<file path="src/sv/scdu_pkg.sv">
// shared types and constants of the sequenced channel delivery unit
`default_nettype none

package scdu_pkg;

    localparam int CH_W     = 5;
    localparam int SEQ_W    = 16;
    localparam int HANDLE_W = 16;
    localparam int ENTRY_W  = SEQ_W + HANDLE_W;
    localparam int CFG_W    = 32;
    localparam int CFG_IDX_W = 1;

    localparam logic [SEQ_W-1:0] DIST_LIMIT = 16'h7FFF;

    localparam logic FUNC_ARRIVE = 1'b0;
    localparam logic FUNC_DRAIN  = 1'b1;

    localparam logic [CFG_IDX_W-1:0] CFG_ORDERED  = 1'b0;
    localparam logic [CFG_IDX_W-1:0] CFG_RELIABLE = 1'b1;

    localparam logic [1:0] MODE_UNORDERED = 2'd0;
    localparam logic [1:0] MODE_RELIABLE  = 2'd1;
    localparam logic [1:0] MODE_LATEST    = 2'd2;

    typedef struct packed {
        logic load;
        logic arrive;
        logic start;
        logic rd_scan;
        logic take;
        logic skip;
        logic rd_move;
        logic move_wr;
        logic scan_end;
        logic fin;
    } scdu_cmd_t;

    typedef struct packed {
        logic       in_range;
        logic [1:0] mode;
        logic       scan_done;
        logic       hit;
        logic       held_v;
        logic       can_push;
    } scdu_stat_t;

endpackage

`default_nettype wire

</file>
<file path="src/sv/scdu_ctrl.sv">
// controller state machine of the sequenced channel delivery unit
`default_nettype none

module scdu_ctrl
    import scdu_pkg::*;
(
    input  wire logic       clk,
    input  wire logic       rst_n,
    input  wire logic       in_valid,
    input  wire logic       in_func,
    output logic            in_ready,
    input  wire scdu_stat_t stat,
    output scdu_cmd_t       cmd
);

    localparam logic [2:0] ST_IDLE    = 3'd0;
    localparam logic [2:0] ST_ARR     = 3'd1;
    localparam logic [2:0] ST_START   = 3'd2;
    localparam logic [2:0] ST_SCAN    = 3'd3;
    localparam logic [2:0] ST_CHECK   = 3'd4;
    localparam logic [2:0] ST_MOVE    = 3'd5;
    localparam logic [2:0] ST_MOVE_WR = 3'd6;
    localparam logic [2:0] ST_FIN     = 3'd7;

    logic [2:0] state_reg;
    logic [2:0] state_next;
    logic       slot_free;

    assign in_ready  = (state_reg == ST_IDLE);
    assign slot_free = !stat.held_v || stat.can_push;

    always_comb
    begin
        state_next = state_reg;
        cmd        = '0;
        case (state_reg)
            ST_IDLE:
            begin
                if (in_valid)
                begin
                    cmd.load   = 1'b1;
                    state_next = (in_func == FUNC_DRAIN) ? ST_START : ST_ARR;
                end
            end
            ST_ARR:
            begin
                cmd.arrive = 1'b1;
                state_next = ST_IDLE;
            end
            ST_START:
            begin
                cmd.start  = 1'b1;
                state_next = stat.in_range ? ST_SCAN : ST_FIN;
            end
            ST_SCAN:
            begin
                if (stat.scan_done)
                begin
                    cmd.scan_end = 1'b1;
                    state_next   = ST_FIN;
                end
                else
                begin
                    cmd.rd_scan = 1'b1;
                    state_next  = ST_CHECK;
                end
            end
            ST_CHECK:
            begin
                case (stat.mode)
                    MODE_UNORDERED:
                    begin
                        if (slot_free)
                        begin
                            cmd.take   = 1'b1;
                            state_next = ST_SCAN;
                        end
                    end
                    MODE_RELIABLE:
                    begin
                        if (!stat.hit)
                        begin
                            cmd.skip   = 1'b1;
                            state_next = ST_SCAN;
                        end
                        else if (slot_free)
                        begin
                            cmd.take   = 1'b1;
                            state_next = ST_MOVE;
                        end
                    end
                    default:
                    begin
                        cmd.skip   = 1'b1;
                        state_next = ST_SCAN;
                    end
                endcase
            end
            ST_MOVE:
            begin
                cmd.rd_move = 1'b1;
                state_next  = ST_MOVE_WR;
            end
            ST_MOVE_WR:
            begin
                cmd.move_wr = 1'b1;
                state_next  = ST_SCAN;
            end
            ST_FIN:
            begin
                if (stat.can_push)
                begin
                    cmd.fin    = 1'b1;
                    state_next = ST_IDLE;
                end
            end
            default:
            begin
                state_next = ST_IDLE;
            end
        endcase
    end

    always_ff @(posedge clk or negedge rst_n)
    begin
        if (!rst_n)
        begin
            state_reg <= ST_IDLE;
        end
        else
        begin
            state_reg <= state_next;
        end
    end

endmodule

`default_nettype wire

</file>
<file path="config.mk">
export PLATFORM = sky130hd
export DESIGN_NAME = scdu_ctrl
export DESIGN_NICKNAME = d
export VERILOG_FILES = /design/src/sv/scdu_pkg.sv /design/src/sv/scdu_ctrl.sv
export SDC_FILE = /design/constraint.sdc
export NUM_CORES = 1
export LEC_CHECK = 0
export BUFFER_PORTS_ARGS = -buffer_cell sky130_fd_sc_hd__buf_2
export CAP_MARGIN = 30
export CORE_AREA = 2 2 39 41
export CTS_CLUSTER_DIAMETER = 100
export CTS_CLUSTER_SIZE = 14
export DETAILED_ROUTE_END_ITERATION = 7
export DIE_AREA = 0 0 41 43
export GPL_TIMING_DRIVEN = 0
export SLEW_MARGIN = 20
export SYNTH_ARGS = -nofsm -noshare
export SYNTH_HDL_FRONTEND = slang
export SYNTH_SLANG_ARGS = --single-unit
</file>
<file path="constraint.sdc">
create_clock -name clk -period 1.6 [get_ports clk]
set_input_delay 0.16 -clock clk [delete_from_list [all_inputs] [get_ports clk]]
set_output_delay 0.16 -clock clk [all_outputs]
set_load 0.005 [all_outputs]
</file>
# == After elaboration in Yosys (flattened, before gate mapping) ==
# Index checks and enable logic that the tools add are counted.
# totals
ff_bits,3
output_inout_bits,11
# classes
n_mux,28
reduce_logical,5
n_eq_ne,12
# ops
operator,n
$pmux W3 S8,1
$mux W3,6
$mux W1,15
$eq A3 B3 Y1 const B,4
$eq A3 B2 Y1 const B,2
$mux W2,3
$pmux W3 S2,1
$ne A2 B2 Y1 const B,2
$ne A4 B4 Y1 const B,1
$pmux W1 S2,2
$reduce_and A4 Y1,1
$eq A3 B1 Y1 const B,1
$logic_not A3 Y1,1
$ne A3 B3 Y1 const B,1
$eq A2 B1 Y1 const B,1
$logic_not A2 Y1,1
$logic_not A1 Y1,1
$logic_or A1 B1 Y1,1

# == Logic depth before layout (Yosys ltp) ==
# Gate-level depths: netlist (run 1).
# logic_depth
ltp_word,6
ltp_mapped,4
mapped_depth_nobuf,3

# == Worst setup path after synthesis (run 1) ==
# Ideal clock, no wire load.
# synth_timing
path_type,flip-flop to output port
from,register state_reg[2]
to,output port cmd[5] (netlist bit)
setup_slack_ns,0.433
arrival_time_ns,1.007
required_time_ns,1.440
path_stages_with_launch,5
path_cell_list,dfrtp_1 buf_6 and2b_4 nand2_1 a2111oi_2
# synth_lines
item,line_no,rtl
start: declaration,scdu_ctrl.sv:25,logic [2:0] state_reg;
start signal: assignment,scdu_ctrl.sv:132,state_reg <= state_next;
end: declaration,scdu_ctrl.sv:13,output scdu_cmd_t cmd

==> results of run 1 <==
[logic make-up (layout without fill, tap and decap cells)]
kind of cell	Yosys count	in the layout	share of synthesized area, %
simple gates	24	24	43.45
compound gates	12	12	24.92
buf+inv	8	38	12.46
flops	3	3	19.17
[through the flow]
stage                     setup slack [ns]  std cells
after detailed placement            0.2753         84
after floorplan                     0.4327         47
after global routing              -0.07819         93
after global placement              0.2578         84
after CTS                          0.01782         89
final                             -0.01872         93
[synth_stat cells]
cell       n  area [sq um]
o21ai_0    2         10.01
a22oi_1    1         7.510
and2_1     2         12.51
nand2b_1   4         25.02
o22a_1     1         8.760
nand3_1    1         5.000
buf_4      1         7.510
nor2_1     2         7.510
nand2_1    2         7.510
o211ai_1   1         7.510
and3b_1    1         8.760
buf_6      2         22.52
nand3_4    1         17.52
nor4b_2    1         15.01
and2b_1    1         7.510
o32ai_2    1         16.27
and4_1     1         8.760
a2111oi_2  1         15.01
and2b_4    1         10.01
a211oi_1   1         7.510
and4bb_2   1         12.51
a31o_1     1         8.760
nor4_1     2         12.51
a31oi_1    1         6.260
a21oi_1    2         10.01
inv_1      5         18.77
dfrtp_1    3         75.07
nor3_1     4         20.02
[layout make-up]
type | instances | area [sq um] | share of cell area, %
timing repair buffer | 26 | 145.1 | 24.63
multi-input combinational | 36 | 272.8 | 46.28
inverter | 5 | 18.77 | 3.185
buffer | 3 | 30.03 | 5.096
clock buffer | 4 | 26.28 | 4.459
tap | 16 | 20.02 | 3.397
sequential | 3 | 76.32 | 12.95
[layer usage]
layer  up-vias  share of wire [%]  wire length (microns)
li1        233                  -                      -
met5         -                  0                      0
met3         0                3.6                     40
met2        13                 50                    556
met1       205                 46                    518
met4         0                  0                      0
[worst max-delay path by stage]
stage / startpoint / to / slack, ns / depth (start not counted)
floorplan: state_reg[2] / cmd[5] / 0.43 / 4
global route: state_reg[2] / cmd[6] / -0.08 / 5
CTS: state_reg[2] / cmd[5] / 0.02 / 5
global placement: state_reg[2] / cmd[5] / 0.26 / 5
finish: state_reg[2] / cmd[6] / -0.02 / 5
detailed placement: state_reg[2] / cmd[5] / 0.28 / 5
[worst reg2reg max path: cells and delay by family, from the launching register on]
family | cells | cell delay (ns)
buffers and inverters | 1 | 0.18
and+or+nand+nor | 1 | 0.28
DFF | 1 | 0.37
AOI/OAI and AO/OA | 2 | 0.29
[power breakdown]
group / leakage (nW) / switching [mW] / internal (mW)
clock: 0.0150 / 0.0393 / 0.0935
combinational: 0.242 / 0.351 / 0.355
sequential: 0.0344 / 0.0390 / 0.120
[repair_timing]
item	in CTS	in global routing
endpoints found under the setup margin	0	3
endpoints found under the hold margin	3	0
buffers inserted	0	4
gates resized for setup	0	2
hold buffers	1	0
==> impl_metrics.toml, run 1 <==
[global_route]
grt_pass1_vias = 383
antenna_found_initial = 0
busiest_layer = "met1"
grt_remaining_overflow = 0
grt_max_degree = 11
gr-usage-all-layers_pct = 13.21
grt_first_pass_wirelength_microns = 1593
grt_use_met1_pct = 18.47
met2_usage_pct = 18.44
grt_use_met3_pct = 3.141

[detailed_routing]
ant_nets = 0
wl_per_cell_microns = 11.99
vias_per_cell = 4.849
drt_iter0_markers = 6
first_pass_iters = 4
totalWireLength_microns = 1115
drc = 0
vias = 451

[finish]
fill_cells = 142
fin_util_pct = 42.59
final_nets = 89
num_antenna_cells = 0
fin_area_sq_um = 589.3
final_cell_mix = "buf_2, inv_1, buf_4"
mostFrequentLayoutCell = "buf_2"
drive_gt1_share_pct = 50.65
largest_reg_flops = 3
area_growth_pct = 50.48

[min_path]
holdPathEnd = "state_reg[0]"
hold_path.startpoint = "stat[0]"
whs_path_depth = 2
hold_path.class = "in -> reg"

[setup_path]
worst_path_max_delay_cell = "dfrtp_1"
required_ns = 1.44
reg2reg_to = "state_reg[0]"
arrival_ns = 1.46
timing.rr.start = "state_reg[1]"
critPathLaunchType = "register"
rrSetupSlack_ns = 0.35
slowest_delay_ns = 0.36
path_class = "reg -> out"
cp_cell_sequence = "buf_6 > buf_4 > buf_4 > nor4_1 > buf_2"
endpoint_kind = "output port"
reg2reg_depth = 4
critPathTopFamily = "buffers and inverters"
crit_buf_inv = 4
crit_path_max_fanout = 5
path_common_cell = "buf_4"

[synth]
seq_area_frac_synth_pct = 19.17
syn_area_sq_um = 391.6
synthCells = 47
avgSynthCellArea_sq_um = 8.332
yosysWarnings = 0
synth_cell_types = 28
synth_seq_cells = 3
synth_nets = 58

[clock_network]
clockBufferDepth = 2
clkSlewWorstSetupHoldPaths_ns = 0.04
cts_root_buf = "clkbuf_4"
clock_latency_ns = 0.23
cts_sinks = 3
ctsHtreeMaxLevel = 1
cts_tree = "yes"
cts_made_buffers = 3

[die]
fp.dieArea_sq_um = 1763
core_sq_um = 1384
ios = 22
start_util_pct = 28.30
die_height_microns = 43
die_w_microns = 41
rows = 14

[sta]
final-hold-violation-count = 0
setup_tns_ns = -0.01872
fin_crit_sh_pct = 101.2
drv_slew = 0
tightest_slew_ns = 0.2563
setup_violations = 1
slew_headroom_pct = 82.75
finClkSkew_ns = 0.0005252
fmax_mhz = 617.8
fin_crit_ns = 1.619
hold_ws_ns = 0.1834
setup_ws_ns = -0.01872

[status]
violations = "setup timing"
status = "complete, but fails checks"

[power]
vdd_drop_max_mv = 0.7528
total_power_mw = 0.9978
power-per-cell-area_nw_per_um2 = 1693
p_leak_nw = 0.2909

[placed_design]
portBuffers = 21
place_congestion = 0.7758
dp_hpwl_microns = 807
placed_area_sq_um = 516.7

[run]
drv_cap = 0
Note: power is estimated with default switching activity, not from simulation.
==> run 2, diff against run 1 <==
Settings changed: SKIP_CTS_REPAIR_TIMING from default to 1.
==> run 2 against run 1 <==
Sequential cell count is the same. Core utilization unchanged. Non-clock buffer count is the same. Clock skew did not move. Clock-buffer cell count is the same. The flow still finishes with violations (setup timing). Critical path type unchanged. Via count stayed put. Cell count unchanged. First-iteration DRC count stayed put. Die area unchanged.
==> impl_metrics.toml, run 2 (synthesis results as in run 1) <==
[die]
fp.dieArea_sq_um = 1763
die_height_microns = 43
start_util_pct = 28.30
ios = 22
rows = 14
die_w_microns = 41
core_sq_um = 1384

[power]
vdd_drop_max_mv = 0.7528
power-per-cell-area_nw_per_um2 = 1693
p_leak_nw = 0.2909

[sta]
setup_violations = 1
setup_tns_ns = -0.01872
fin_crit_sh_pct = 101.2
drv_slew = 0
finClkSkew_ns = 0.0005252
fmax_mhz = 617.8
tightest_slew_ns = 0.2563
final-hold-violation-count = 0
setup_ws_ns = -0.01872
fin_crit_ns = 1.619
slew_headroom_pct = 82.75

[clock_network]
clock_latency_ns = 0.23
cts_tree = "yes"
clkSlewWorstSetupHoldPaths_ns = 0.04
cts_made_buffers = 3
ctsHtreeMaxLevel = 1
cts_root_buf = "clkbuf_4"
clockBufferDepth = 2
cts_sinks = 3

[setup_path]
critPathLaunchType = "register"
crit_buf_inv = 4
reg2reg_depth = 4
reg2reg_to = "state_reg[0]"
endpoint_kind = "output port"
path_common_cell = "buf_4"
critPathTopFamily = "buffers and inverters"
arrival_ns = 1.46
rrSetupSlack_ns = 0.35
worst_path_max_delay_cell = "dfrtp_1"
path_class = "reg -> out"
slowest_delay_ns = 0.36
crit_path_max_fanout = 5
required_ns = 1.44
cp_cell_sequence = "buf_6 > buf_4 > buf_4 > nor4_1 > buf_2"
timing.rr.start = "state_reg[1]"

[global_route]
busiest_layer = "met1"
grt_use_met1_pct = 18.47
met2_usage_pct = 18.44
grt_pass1_vias = 383
grt_remaining_overflow = 0
grt_max_degree = 11
grt_first_pass_wirelength_microns = 1593
gr-usage-all-layers_pct = 13.21
antenna_found_initial = 0
grt_use_met3_pct = 3.141

[placed_design]
portBuffers = 21
place_congestion = 0.7758
dp_hpwl_microns = 807
place_ws_ns = 0.2753

[detailed_routing]
wl_per_cell_microns = 11.99
drt_iter0_markers = 6
vias_per_cell = 4.849
totalWireLength_microns = 1115
ant_nets = 0
drc = 0
vias = 451
first_pass_iters = 4

[min_path]
whs_path_depth = 2
holdPathEnd = "state_reg[0]"
hold_path.startpoint = "stat[0]"
hold_path.class = "in -> reg"

[run]
drv_cap = 0

[finish]
final_cell_mix = "buf_2, inv_1, buf_4"
num_antenna_cells = 0
area_growth_pct = 50.48
mostFrequentLayoutCell = "buf_2"
final_nets = 89
largest_reg_flops = 3
drive_gt1_share_pct = 50.65

[status]
status = "complete, but fails checks"
violations = "setup timing"
[run 2: cell counts in the layout (fill, tap and decap cells not counted)]
Identical to the previous run, type by type.
[run 2: report_power, final]
part           total, mW  switching (mW)  internal (mW)
Combinational      0.706           0.351          0.355
Sequential         0.159          0.0390          0.120
Clock              0.133          0.0393         0.0935
Total              0.998           0.429          0.569
[run 2: how the worst max path moves through the flow]
stage,startpoint,endpoint,slack [ns],cells after the start
finish,state_reg[2],cmd[6],-0.02,5
global route,state_reg[2],cmd[6],-0.08,5
CTS,state_reg[2],cmd[5],0.02,5
detailed placement,state_reg[2],cmd[5],0.28,5
global placement,state_reg[2],cmd[5],0.26,5
floorplan,state_reg[2],cmd[5],0.43,4
[run 2: area by class of cell]
type / count / area, sq um
fillers: 142 / 794.5
multi-input cells: 36 / 272.8
repair buffers: 26 / 145.1
flip-flops and latches: 3 / 76.32
plain buffers: 3 / 30.03
clock buffers: 4 / 26.28
well taps: 16 / 20.02
inverters: 5 / 18.77
[run 2: per-stage QoR]
| stage | hold WS [ns] | cell area (sq um) | instances | util (%) | total power, mW |
|---|---|---|---|---|---|
| finish | 0.1834 | 589.3 | 93 | 42.59 | 0.9978 |
| global route | 0.1900 | 589.3 | 93 | 42.59 | 1.094 |
| CTS | -0.2941 | 543.0 | 88 | 39.24 | 0.9206 |
| detailed placement | -0.04086 | 516.7 | 84 | 37.34 | 0.7778 |
| global placement | -0.04445 | 516.7 | 84 | 37.34 | 0.7724 |
| floorplan | -0.1356 | 391.6 | 47 | - | 0.6029 |
[run 2: worst reg2reg max path, delay by kind of cell (launching register included)]
| kind | cells | cell delay [ns] |
|---|---|---|
| AOI/OAI and AO/OA | 2 | 0.29 |
| buffers and inverters | 1 | 0.18 |
| DFF | 1 | 0.37 |
| and+or+nand+nor | 1 | 0.28 |
[run 2: layer usage]
| metal | vias up | part of all wire (%) |
|---|---|---|
| li1 | 233 | - |
| met1 | 205 | 46 |
| met2 | 13 | 50 |
| met3 | 0 | 3.6 |
| met4 | 0 | 0 |
| met5 | - | 0 |
==> run 3, diff against run 2 <==
Clock period 1.6 ns to 1.4 ns, I/O delays scaled along.
==> run 3 against run 2 <==
The run still ends with setup timing left. Sequential cell count is the same. Largest power group unchanged. Largest cell class unchanged. Sequential share of layout area shrank 3.1 points. Core utilization grew 13 points. Register-to-register slack lost 0.31 ns. Critical path depth shrank 1. Critical endpoint is now cmd[5].
==> impl_metrics.toml, run 3 (synthesis results as in run 1) <==
[detailed_routing]
first_pass_iters = 4
drt_iter0_markers = 6
drc = 0
vias_per_cell = 4.981
vias = 518
ant_nets = 0
totalWireLength_microns = 1337
wl_per_cell_microns = 12.86

[sta]
rsz0062_at_grt = "true"
drv_slew = 0
setup_violations = 3
setup_tns_ns = -0.04560
fin_crit_sh_pct = 101.4
tightest_slew_ns = 0.2766
fin_crit_ns = 1.419
fmax_mhz = 704.7
final-hold-violation-count = 0
slew_headroom_pct = 81.39
setup_ws_ns = -0.01914
finClkSkew_ns = 0.0002519

[clock_network]
cts_root_buf = "clkbuf_4"
ctsHtreeMaxLevel = 1
cts_made_buffers = 3
cts_tree = "yes"
clockBufferDepth = 2
clkSlewWorstSetupHoldPaths_ns = 0.04
clock_latency_ns = 0.23
cts_sinks = 3

[power]
p_comb_share_pct = 79.3
switching_share_pct = 40.35
p_leak_nw = 0.3747
power-per-cell-area_nw_per_um2 = 2119
p_sw_mw = 0.6610
total_power_mw = 1.638
internal-power_mw = 0.9771
power_frac_clock_pct = 9.3
p_seq_share_pct = 11.5
vdd_drop_max_mv = 1.222

[finish]
final_nets = 100
fin_area_sq_um = 773.2
drive_gt1_share_pct = 67.05
fin_util_pct = 55.88
final_cell_mix = "buf_2, buf_4, buf_6"
num_antenna_cells = 0
mostFrequentLayoutCell = "buf_2"
fill_cells = 127
area_growth_pct = 97.44
largest_reg_flops = 3

[setup_path]
arrival_ns = 1.28
path_class = "reg -> out"
crit_path_max_fanout = 2
required_ns = 1.26
crit_buf_inv = 1
critPathLaunchType = "register"
critPathTopFamily = "flip-flops"
endpoint_kind = "output port"
slowest_delay_ns = 0.40
worst_path_max_delay_cell = "dfrtp_1"
cp_cell_sequence = "and2b_4 > nand2_4 > a2111oi_4 > buf_2"

[global_route]
grt_first_pass_wirelength_microns = 1593
gr-usage-all-layers_pct = 13.21
antenna_found_initial = 0
grt_pass1_vias = 383
grt_remaining_overflow = 0
grt_max_degree = 11

[die]
die_w_microns = 41
core_sq_um = 1384
die_height_microns = 43
start_util_pct = 28.30
rows = 14
ios = 22
fp.dieArea_sq_um = 1763

[placed_design]
placed_area_sq_um = 516.7
place_congestion = 0.7758
dp_hpwl_microns = 807
portBuffers = 21

[status]
status = "complete, but fails checks"
violations = "setup timing"

[run]
drv_cap = 0

[min_path]
hold_path.class = "in -> reg"
-- run 3: cell types whose count changed in the layout (fill, tap and decap cells not counted), sizes merged --
cell / delta
clkbuf: +1
buf: +10
-- run 3: power by group through the flow --
stage	sequential [mW]	combinational [mW]	clock, mW
6_report	0.188	1.30	0.152
2_1_floorplan	0.164	0.525	0
3_5_place_dp	0.177	0.711	0
4_1_cts	0.180	0.712	0.160
3_3_place_gp	0.183	0.700	0
5_1_grt	0.191	1.38	0.174
-- run 3: final cells by class --
class / instances / area [sq um] / area share [%]
plain buffers: 3 / 37.54 / 4.854
clock buffers: 4 / 26.28 / 3.398
inverters: 5 / 18.77 / 2.427
multi-input cells: 36 / 335.3 / 43.37
flip-flops and latches: 3 / 76.32 / 9.871
well taps: 16 / 20.02 / 2.589
repair buffers: 37 / 259.0 / 33.50
-- run 3: worst paths after layout --
check,end,slack [ns],cells past startpoint,startpoint
worst min register to register,state_reg[1],0.71,3,state_reg[1]
worst max-delay path,cmd[5],-0.02,4,state_reg[1]
worst max register to register,state_reg[0],0.04,5,state_reg[2]
worst min-delay path,state_reg[0],0.16,2,stat[0]
max in group asynchronous,state_reg[0],1.05,2,rst_n
min in group asynchronous,state_reg[1],0.23,2,rst_n
-- run 3: metrics by stage --
stage | worst slack (ns) | std cells | hold WS [ns]
2_1_floorplan | 0.2391 | 47 | -0.1556
3_3_place_gp | 0.07779 | 84 | -0.06445
3_5_place_dp | 0.09527 | 84 | -0.06086
4_1_cts | -0.1622 | 88 | -0.3141
5_1_grt | -0.1209 | 104 | 0.1703
6_report | -0.01914 | 104 | 0.1634
-- run 3: per-layer routing --
metal | up-vias | share of wire, % | GRT usage [%]
met3 | 0 | 4.9 | 3.141
met2 | 16 | 49 | 18.44
met1 | 245 | 46 | 18.47
li1 | 257 | - | -
met4 | 0 | 0 | 6.000
met5 | - | 0 | 0
